==> config.mk <==
export PLATFORM = sky130hd
export DESIGN_NAME = hue_ramp_color_map_core
export DESIGN_NICKNAME = d
export VERILOG_FILES = /design/src/design/hrcm_pkg.sv /design/src/design/hrcm_prep.sv /design/src/design/hrcm_div_step.sv /design/src/design/hrcm_color.sv /design/src/design/hue_ramp_color_map_core.sv
export SDC_FILE = /design/constraint.sdc
export NUM_CORES = 2
export LEC_CHECK = 0
export ABC_CLOCK_PERIOD_IN_PS = 11800
export CORE_ASPECT_RATIO = 0.6
export CORE_UTILIZATION = 40
export CTS_CLUSTER_DIAMETER = 200
export DETAILED_ROUTE_END_ITERATION = 8
export DONT_BUFFER_PORTS = 1
export PLACE_DENSITY = 0.53
export SETUP_SLACK_MARGIN = 0.05
export SLEW_MARGIN = 20
export SYNTH_ARGS = -nofsm -noshare
export SYNTH_HDL_FRONTEND = slang
export SYNTH_SLANG_ARGS = --single-unit
==> constraint.sdc <==
create_clock -name clk -period 11.8 [get_ports clk]
set_clock_uncertainty 0.2 [all_clocks]
set_input_delay 1.18 -clock clk [delete_from_list [all_inputs] [get_ports clk]]
set_output_delay 1.18 -clock clk [all_outputs]
set_load 0.05 [all_outputs]
==> src/design/hrcm_pkg.sv <==
// shared types, constants and the hue wheel decoder of the hue ramp color map
package hrcm_pkg;

  localparam int LEVEL_W   = 32;  // width of the level field on the stream
  localparam int FS_W      = 32;  // width of the full scale register
  localparam int REM_W     = 34;  // divider remainder, holds up to 3 * full scale
  localparam int POS_W     = 11;  // hue position 0..1536
  localparam int CH_W      = 8;
  localparam int SEG_W     = 3;
  localparam int FRAC_W    = 8;
  localparam int INT_STEPS = 2;   // quotient bits for floor(3 * level / full scale)
  localparam int DIV_STEPS = POS_W;

  localparam logic [FS_W-1:0]  FS_RESET = 32'd1536;
  localparam logic [FS_W-1:0]  FS_MIN   = 32'd1;
  localparam logic [POS_W-1:0] POS_MAX  = 11'd1536;
  localparam logic [CH_W-1:0]  CH_MAX   = 8'd255;
  localparam logic [CH_W-1:0]  CH_ZERO  = 8'd0;

  localparam logic [SEG_W-1:0] SEG_RED_GREEN_UP  = 3'd0;
  localparam logic [SEG_W-1:0] SEG_RED_DOWN      = 3'd1;
  localparam logic [SEG_W-1:0] SEG_BLUE_UP       = 3'd2;
  localparam logic [SEG_W-1:0] SEG_GREEN_DOWN    = 3'd3;
  localparam logic [SEG_W-1:0] SEG_RED_UP        = 3'd4;

  typedef struct packed {
    logic [CH_W-1:0] blue;
    logic [CH_W-1:0] green;
    logic [CH_W-1:0] red;
  } rgb_t;

  typedef struct packed {
    logic             over;
    logic [REM_W-1:0] rem;
    logic [POS_W-1:0] quo;
  } div_word_t;

  // six segments of 256 steps; position 1536 lands in the default arm as magenta
  function automatic rgb_t hue_to_rgb(input logic [POS_W-1:0] pos);
    logic [SEG_W-1:0]  seg;
    logic [FRAC_W-1:0] f;
    rgb_t              c;
    seg = pos[POS_W-1:FRAC_W];
    f   = pos[FRAC_W-1:0];
    unique case (seg)
      SEG_RED_GREEN_UP: begin c.red = CH_MAX;     c.green = f;          c.blue = CH_ZERO;     end
      SEG_RED_DOWN:     begin c.red = CH_MAX - f; c.green = CH_MAX;     c.blue = CH_ZERO;     end
      SEG_BLUE_UP:      begin c.red = CH_ZERO;    c.green = CH_MAX;     c.blue = f;           end
      SEG_GREEN_DOWN:   begin c.red = CH_ZERO;    c.green = CH_MAX - f; c.blue = CH_MAX;      end
      SEG_RED_UP:       begin c.red = f;          c.green = CH_ZERO;    c.blue = CH_MAX;      end
      default:          begin c.red = CH_MAX;     c.green = CH_ZERO;    c.blue = CH_MAX - f;  end
    endcase
    return c;
  endfunction

endpackage

==> src/design/hrcm_prep.sv <==
// front stages: clamp the level to full scale, then form 3 * level for the divider
module hrcm_prep import hrcm_pkg::*; #(
  parameter int LEVEL_BITS = 32
) (
  input  logic               clk,
  input  logic               rst_n,
  input  logic               valid_i,
  output logic               ready_o,
  input  logic [LEVEL_W-1:0] level_i,
  input  logic [FS_W-1:0]    fs_i,
  output logic               valid_o,
  input  logic               ready_i,
  output div_word_t          word_o
);

  logic [LEVEL_BITS-1:0] lvl_m;
  logic                  over_nxt;
  logic [LEVEL_BITS-1:0] lvl_nxt;
  logic [LEVEL_BITS-1:0] lvl_r;
  logic                  over_a_r;
  logic                  va_r;
  logic                  ready_a;
  logic                  ready_b;
  div_word_t             word_nxt;
  div_word_t             word_r;
  logic                  vb_r;

  assign lvl_m    = level_i[LEVEL_BITS-1:0];
  assign over_nxt = FS_W'(lvl_m) > fs_i;
  // when clamped, full scale is below the level and fits its width
  assign lvl_nxt  = over_nxt ? fs_i[LEVEL_BITS-1:0] : lvl_m;

  assign word_nxt.over = over_a_r;
  assign word_nxt.rem  = REM_W'(lvl_r) + (REM_W'(lvl_r) << 1);
  assign word_nxt.quo  = '0;

  assign ready_b = !vb_r || ready_i;
  assign ready_a = !va_r || ready_b;
  assign ready_o = ready_a;
  assign valid_o = vb_r;
  assign word_o  = word_r;

  always_ff @(posedge clk) begin
    if (!rst_n) begin
      va_r <= 1'b0;
      vb_r <= 1'b0;
    end else begin
      if (ready_a) va_r <= valid_i;
      if (ready_b) vb_r <= va_r;
    end
    if (ready_a && valid_i) begin
      lvl_r    <= lvl_nxt;
      over_a_r <= over_nxt;
    end
    if (ready_b && va_r) word_r <= word_nxt;
  end

endmodule

==> src/design/hrcm_div_step.sv <==
// one restoring division stage: one quotient bit per stage
module hrcm_div_step import hrcm_pkg::*; #(
  parameter bit          PRE_SHIFT = 1'b0,
  parameter int unsigned DIV_SHIFT = 0
) (
  input  logic            clk,
  input  logic            rst_n,
  input  logic            valid_i,
  output logic            ready_o,
  input  div_word_t       word_i,
  input  logic [FS_W-1:0] fs_i,
  output logic            valid_o,
  input  logic            ready_i,
  output div_word_t       word_o
);

  logic [REM_W-1:0] trial;
  logic [REM_W-1:0] divisor;
  logic             ge;
  div_word_t        word_nxt;
  div_word_t        word_r;
  logic             valid_r;

  assign trial   = PRE_SHIFT ? (word_i.rem << 1) : word_i.rem;
  assign divisor = REM_W'(fs_i) << DIV_SHIFT;
  assign ge      = trial >= divisor;

  assign word_nxt.over = word_i.over;
  assign word_nxt.rem  = ge ? (trial - divisor) : trial;
  assign word_nxt.quo  = {word_i.quo[POS_W-2:0], ge};

  assign ready_o = !valid_r || ready_i;
  assign valid_o = valid_r;
  assign word_o  = word_r;

  always_ff @(posedge clk) begin
    if (!rst_n) begin
      valid_r <= 1'b0;
    end else if (ready_o) begin
      valid_r <= valid_i;
    end
    if (ready_o && valid_i) word_r <= word_nxt;
  end

endmodule

==> src/design/hrcm_color.sv <==
// output stage: hue position to rgb, registered on the result channel
module hrcm_color import hrcm_pkg::*; (
  input  logic      clk,
  input  logic      rst_n,
  input  logic      valid_i,
  output logic      ready_o,
  input  div_word_t word_i,
  output logic      valid_o,
  input  logic      ready_i,
  output rgb_t      color_o,
  output logic      over_o
);

  rgb_t color_r;
  logic over_r;
  logic valid_r;

  assign ready_o = !valid_r || ready_i;
  assign valid_o = valid_r;
  assign color_o = color_r;
  assign over_o  = over_r;

  always_ff @(posedge clk) begin
    if (!rst_n) begin
      valid_r <= 1'b0;
    end else if (ready_o) begin
      valid_r <= valid_i;
    end
    if (ready_o && valid_i) begin
      color_r <= hue_to_rgb(word_i.quo);
      over_r  <= word_i.over;
    end
  end

endmodule

==> src/design/hue_ramp_color_map_core.sv <==
// hue ramp color map top level: level stream in, rainbow rgb stream out
// an input transfer passes the front stages, the 11 divide stages and the color stage
// throughput: one transfer per cycle; each stage holds its item while the next one is full
// the 11 restoring division stages, one quotient bit each, set the depth
// reset (rst_n low, synchronous): pipeline emptied, full_scale back to 1536
module hue_ramp_color_map_core import hrcm_pkg::*; #(
  parameter int LEVEL_BITS = 32
) (
  input  logic               clk,
  input  logic               rst_n,
  // level stream
  input  logic               in_tvalid,
  output logic               in_tready,
  input  logic [LEVEL_W-1:0] in_tdata,   // [31:0] level
  // color stream
  output logic               out_tvalid,
  input  logic               out_tready,
  output logic [3*CH_W-1:0]  out_tdata,  // [7:0] red, [15:8] green, [23:16] blue
  output logic               out_tuser,  // [0] over_range
  // full scale register write
  input  logic               cfg_valid,
  output logic               cfg_ready,
  input  logic [FS_W-1:0]    cfg_data    // [31:0] full_scale
);

  // full scale register; zero is stored as one so the divider never sees zero
  logic [FS_W-1:0] fs_r;
  logic [FS_W-1:0] fs_nxt;

  assign cfg_ready = 1'b1;
  assign fs_nxt    = (cfg_data == '0) ? FS_MIN : cfg_data;

  always_ff @(posedge clk) begin
    if (!rst_n) begin
      fs_r <= FS_RESET;
    end else if (cfg_valid && cfg_ready) begin
      fs_r <= fs_nxt;
    end
  end

  // divider chain, index 0 is the front stage output
  div_word_t div_w   [DIV_STEPS+1];
  logic      div_v   [DIV_STEPS+1];
  logic      div_rdy [DIV_STEPS+1];

  hrcm_prep #(
    .LEVEL_BITS(LEVEL_BITS)
  ) u_prep (
    .clk     (clk),
    .rst_n   (rst_n),
    .valid_i (in_tvalid),
    .ready_o (in_tready),
    .level_i (in_tdata),
    .fs_i    (fs_r),
    .valid_o (div_v[0]),
    .ready_i (div_rdy[0]),
    .word_o  (div_w[0])
  );

  // pos = floor(3 * level / fs) * 512 + floor(512 * rem / fs)
  // first step tests against 2 * fs, second against fs, then 9 fraction steps
  for (genvar i = 0; i < DIV_STEPS; i++) begin : g_div
    hrcm_div_step #(
      .PRE_SHIFT (i >= INT_STEPS),
      .DIV_SHIFT ((i == 0) ? 1 : 0)
    ) u_step (
      .clk     (clk),
      .rst_n   (rst_n),
      .valid_i (div_v[i]),
      .ready_o (div_rdy[i]),
      .word_i  (div_w[i]),
      .fs_i    (fs_r),
      .valid_o (div_v[i+1]),
      .ready_i (div_rdy[i+1]),
      .word_o  (div_w[i+1])
    );
  end

  rgb_t color;

  hrcm_color u_color (
    .clk     (clk),
    .rst_n   (rst_n),
    .valid_i (div_v[DIV_STEPS]),
    .ready_o (div_rdy[DIV_STEPS]),
    .word_i  (div_w[DIV_STEPS]),
    .valid_o (out_tvalid),
    .ready_i (out_tready),
    .color_o (color),
    .over_o  (out_tuser)
  );

  assign out_tdata = color;

  // the hue position never passes the end of the wheel
  a_pos_range: assert property (@(posedge clk) disable iff (!rst_n)
    div_v[DIV_STEPS] |-> div_w[DIV_STEPS].quo <= POS_MAX)
    else $error("hue position beyond end of wheel");

  // a clamped level always lands exactly on the end of the wheel
  a_over_pos: assert property (@(posedge clk) disable iff (!rst_n)
    div_v[DIV_STEPS] && div_w[DIV_STEPS].over |-> div_w[DIV_STEPS].quo == POS_MAX)
    else $error("clamped level not at end of wheel");

  // an empty output stage lets the whole chain move
  a_no_stall: assert property (@(posedge clk) disable iff (!rst_n)
    !out_tvalid |-> in_tready)
    else $error("input stalled while output stage empty");

  // nothing comes out in the cycle after reset
  a_reset_empty: assert property (@(posedge clk) disable iff (!rst_n)
    $past(!rst_n) |-> !out_tvalid)
    else $error("result valid right after reset");

endmodule

==> out/qor.yml <==
routing:
  via_per_inst: 5.73
  final_antenna_net_count: 0
  drt_wl_total_mm: 123
  firstDrtPassIters: 5
  drt_iter0_drc: 3000
  vias: 31200
  wl_per_cell_um: 22.6
  drc_errors: 0
clocking:
  clock_path_buffers: 3
  clk_pin_slew_worst_paths_ns: 0.07
  numCtsBuffers: 58
  cts_tree: "built"
  cts-root-buf: "clkbuf_16"
  cts_setup_buffers: 0
  cts_resized: 0
  cts_sinks: 547
  cts_hold_buf: 0
  clk_latency_ns: 0.67
  cts_max_level: 2
power_and_ir_drop:
  p_leak_nw: 16.9
  vdd_drop_max_mv: 0.110
  finalPower_mw: 5.60
  powerDensity_mw_per_mm2: 127
placement:
  place_ws_ns: 6.13
  gp_congestion: 0.920
  place_hpwl_mm: 89.4
  dpl.cell_count: 5335
  port-buffer-count: 0
logic_synthesis:
  synth-seq-cells: 547
  seq_area_frac_synth_pct: 39.8
  synth_top_area_cell: "edfxtp_1"
  synth_area_mm2: 0.0401
  post_synth.cell_area_avg_um2: 9.86
  synth_top_area_share_pct: 37.5
  syn_inst: 4071
  synth_nets: 4567
  synth-main-ff-cell: "edfxtp_1"
  async_flop_share_pct: 0
  synth_edf_count: 501
  synth.distinct_cells: 85
  yosys_warnings: 0
  synth_area_leaders: "edfxtp_1 (37%), ha_1 (13%), a21oi_1 (6.3%), xnor2_1 (4.0%), a21o_1 (3.5%)"
timing:
  fin_setup_tns_ns: 0
  fin_crit_ns: 5.89
  slew_violations: 0
  slew_headroom_pct: 32.9
  setup_ws_ns: 5.91
  rsz0062_at_grt: "false"
  period_share_pct: 49.9
  setup_violations: 0
  max_freq_ghz: 0.170
  tightest_slew_ns: 1.01
  hold_viol_final: 0
finish:
  final_nets: 4576
  final_cell_mix: "a21oi_1 (503), edfxtp_1 (501), ha_1 (416), nor2_1 (365), nand2_1 (255)"
  final_cell_count_no_fill: 5448
  final_common_cell: "a21oi_1"
  drive_gt1_share_pct: 8.00
  post-route-util_pct: 44.6
  syn_to_final_growth_pct: 9.85
outcome:
  status: "complete, no violations"
flow_run:
  drv_cap: 0
global_route:
  grt_overflow: 0
  grt_pass1_wl_mm: 183
  track_usage_pct: 24.0
  antenna_found_initial: 1
  grt_pass1_vias: 27900
  grt_max_degree: 66
floorplanning:
  die_w_um: 411
  dieHeight_um: 247
  rows: 89
  fp.dieArea_mm2: 0.102
  core-area_mm2: 0.0989
  ios: 97
  start_util_pct: 40.6
worst_setup_path:
  critPathCaptureType: "output port"
  critPathMaxFanout: 6
  setup.worst_path.start_class: "register"
  reg2reg_depth: 12
  worstPathRequired_ns: 10.42
  crit_type: "register to output port"
  cp.arrival_ns: 4.51
hold_path:
  hold_depth: 0
  hold_path_class: "register to register"
==> cells in the mapped netlist (8+ instances only) <==
master	count
edfxtp_1	501
o31a_1	9
clkbuf_1	59
o211ai_1	17
o21bai_1	47
o21a_1	59
dfxtp_1	46
nand2b_1	63
o21ai_0	244
and4_1	10
nand4_1	54
a21o_1	186
buf_1	10
nor4_1	22
o22a_1	9
nand2_1	255
xnor2_1	185
nor2_1	365
nand3_1	70
and2_1	24
o21ai_1	10
a211oi_1	34
ha_1	416
xor2_1	117
a21boi_0	18
and3_1	36
a211o_1	11
o31ai_1	25
mux2_2	117
inv_1	137
a2111oi_0	10
fa_1	11
buf_2	28
nor3_1	44
or4_1	10
a221oi_1	9
nor2b_1	97
a21oi_1	504
o221ai_1	8
mux2i_1	32
or2_2	13
a31oi_1	37
==> through the flow <==
step	area, µm²	hold slack, ns
after CTS	44000	0.214
after global routing	44100	0.218
final	44100	0.213
after global placement	41900	0.202
after floorplan	40100	0.200
after detailed placement	41900	0.205
==> metal layers <==
layer  up-vias  wire length, µm  track usage, %
li1      15300                -               -
met1     14700            67900            40.7
met2      1042            40000            27.1
met3        91            13100            7.99
met4         0             2280            4.77
met5         -                0               0
==> state kept, by name, summed over array words and instances, names as in the netlist, 11 cells and up <==
name and cells:
u_prep.lvl_r 32, g_div.u_step.word_o 408, g_div.u_step.valid_o 11, u_prep.word_o 35, u_color.color_o 24, fs_r 32
==> logic make-up after synthesis <==
kind of cell / count (synthesis) / share of synthesized area, %
AOI/OAI and AO/OA: 1316 / 20.5
and+or+nand+nor: 1084 / 12.9
DFF: 547 / 39.8
adders and majority gates: 427 / 13.5
xor gates and xnor gates: 302 / 6.59
buffers and inverters: 238 / 2.38
muxes: 156 / 4.34
other: 1 / 0.00934
==> cell type report <==
cell class / instances / area, µm²
Sequential cell: 547 / 16000
Tap cell: 1319 / 1650
Antenna cell: 2 / 5.00
Clock buffer: 65 / 1480
Fill cell: 9424 / 54800
Timing Repair Buffer: 50 / 468
Clock inverter: 42 / 607
Inverter: 137 / 514
Multi-Input combinational cell: 3286 / 23400
==> critical path, stage by stage, from the launching register on <==
cell and delay [ns]:
dfxtp_1 0.63, nor2b_1 0.43, nand3_1 0.13, nor2_1 0.42
and3_1 0.42, and3_1 0.40, and3_1 0.32, and2_0 0.53
nand3_1 0.55
==> path summary, 6_finish.rpt <==
path         slack, ns                         end                 startpoint
max reg2reg       6.70  g_div[6].u_step.word_o[42]                    fs_r[1]
min reg2reg       0.21  g_div[10].u_step.word_o[8]  g_div[9].u_step.word_o[7]
max               5.91                   in_tready            u_color.valid_o
min               0.21  g_div[10].u_step.word_o[8]  g_div[9].u_step.word_o[7]
==> where the power goes <==
| group | switching (mW) | total [mW] | internal (mW) |
|---|---|---|---|
| Combinational | 0.773 | 1.30 | 0.532 |
| Sequential | 0.0556 | 2.27 | 2.22 |
| Clock | 0.851 | 2.02 | 1.17 |
| Total | 1.68 | 5.60 | 3.92 |
(Power assumes the default switching activity.)
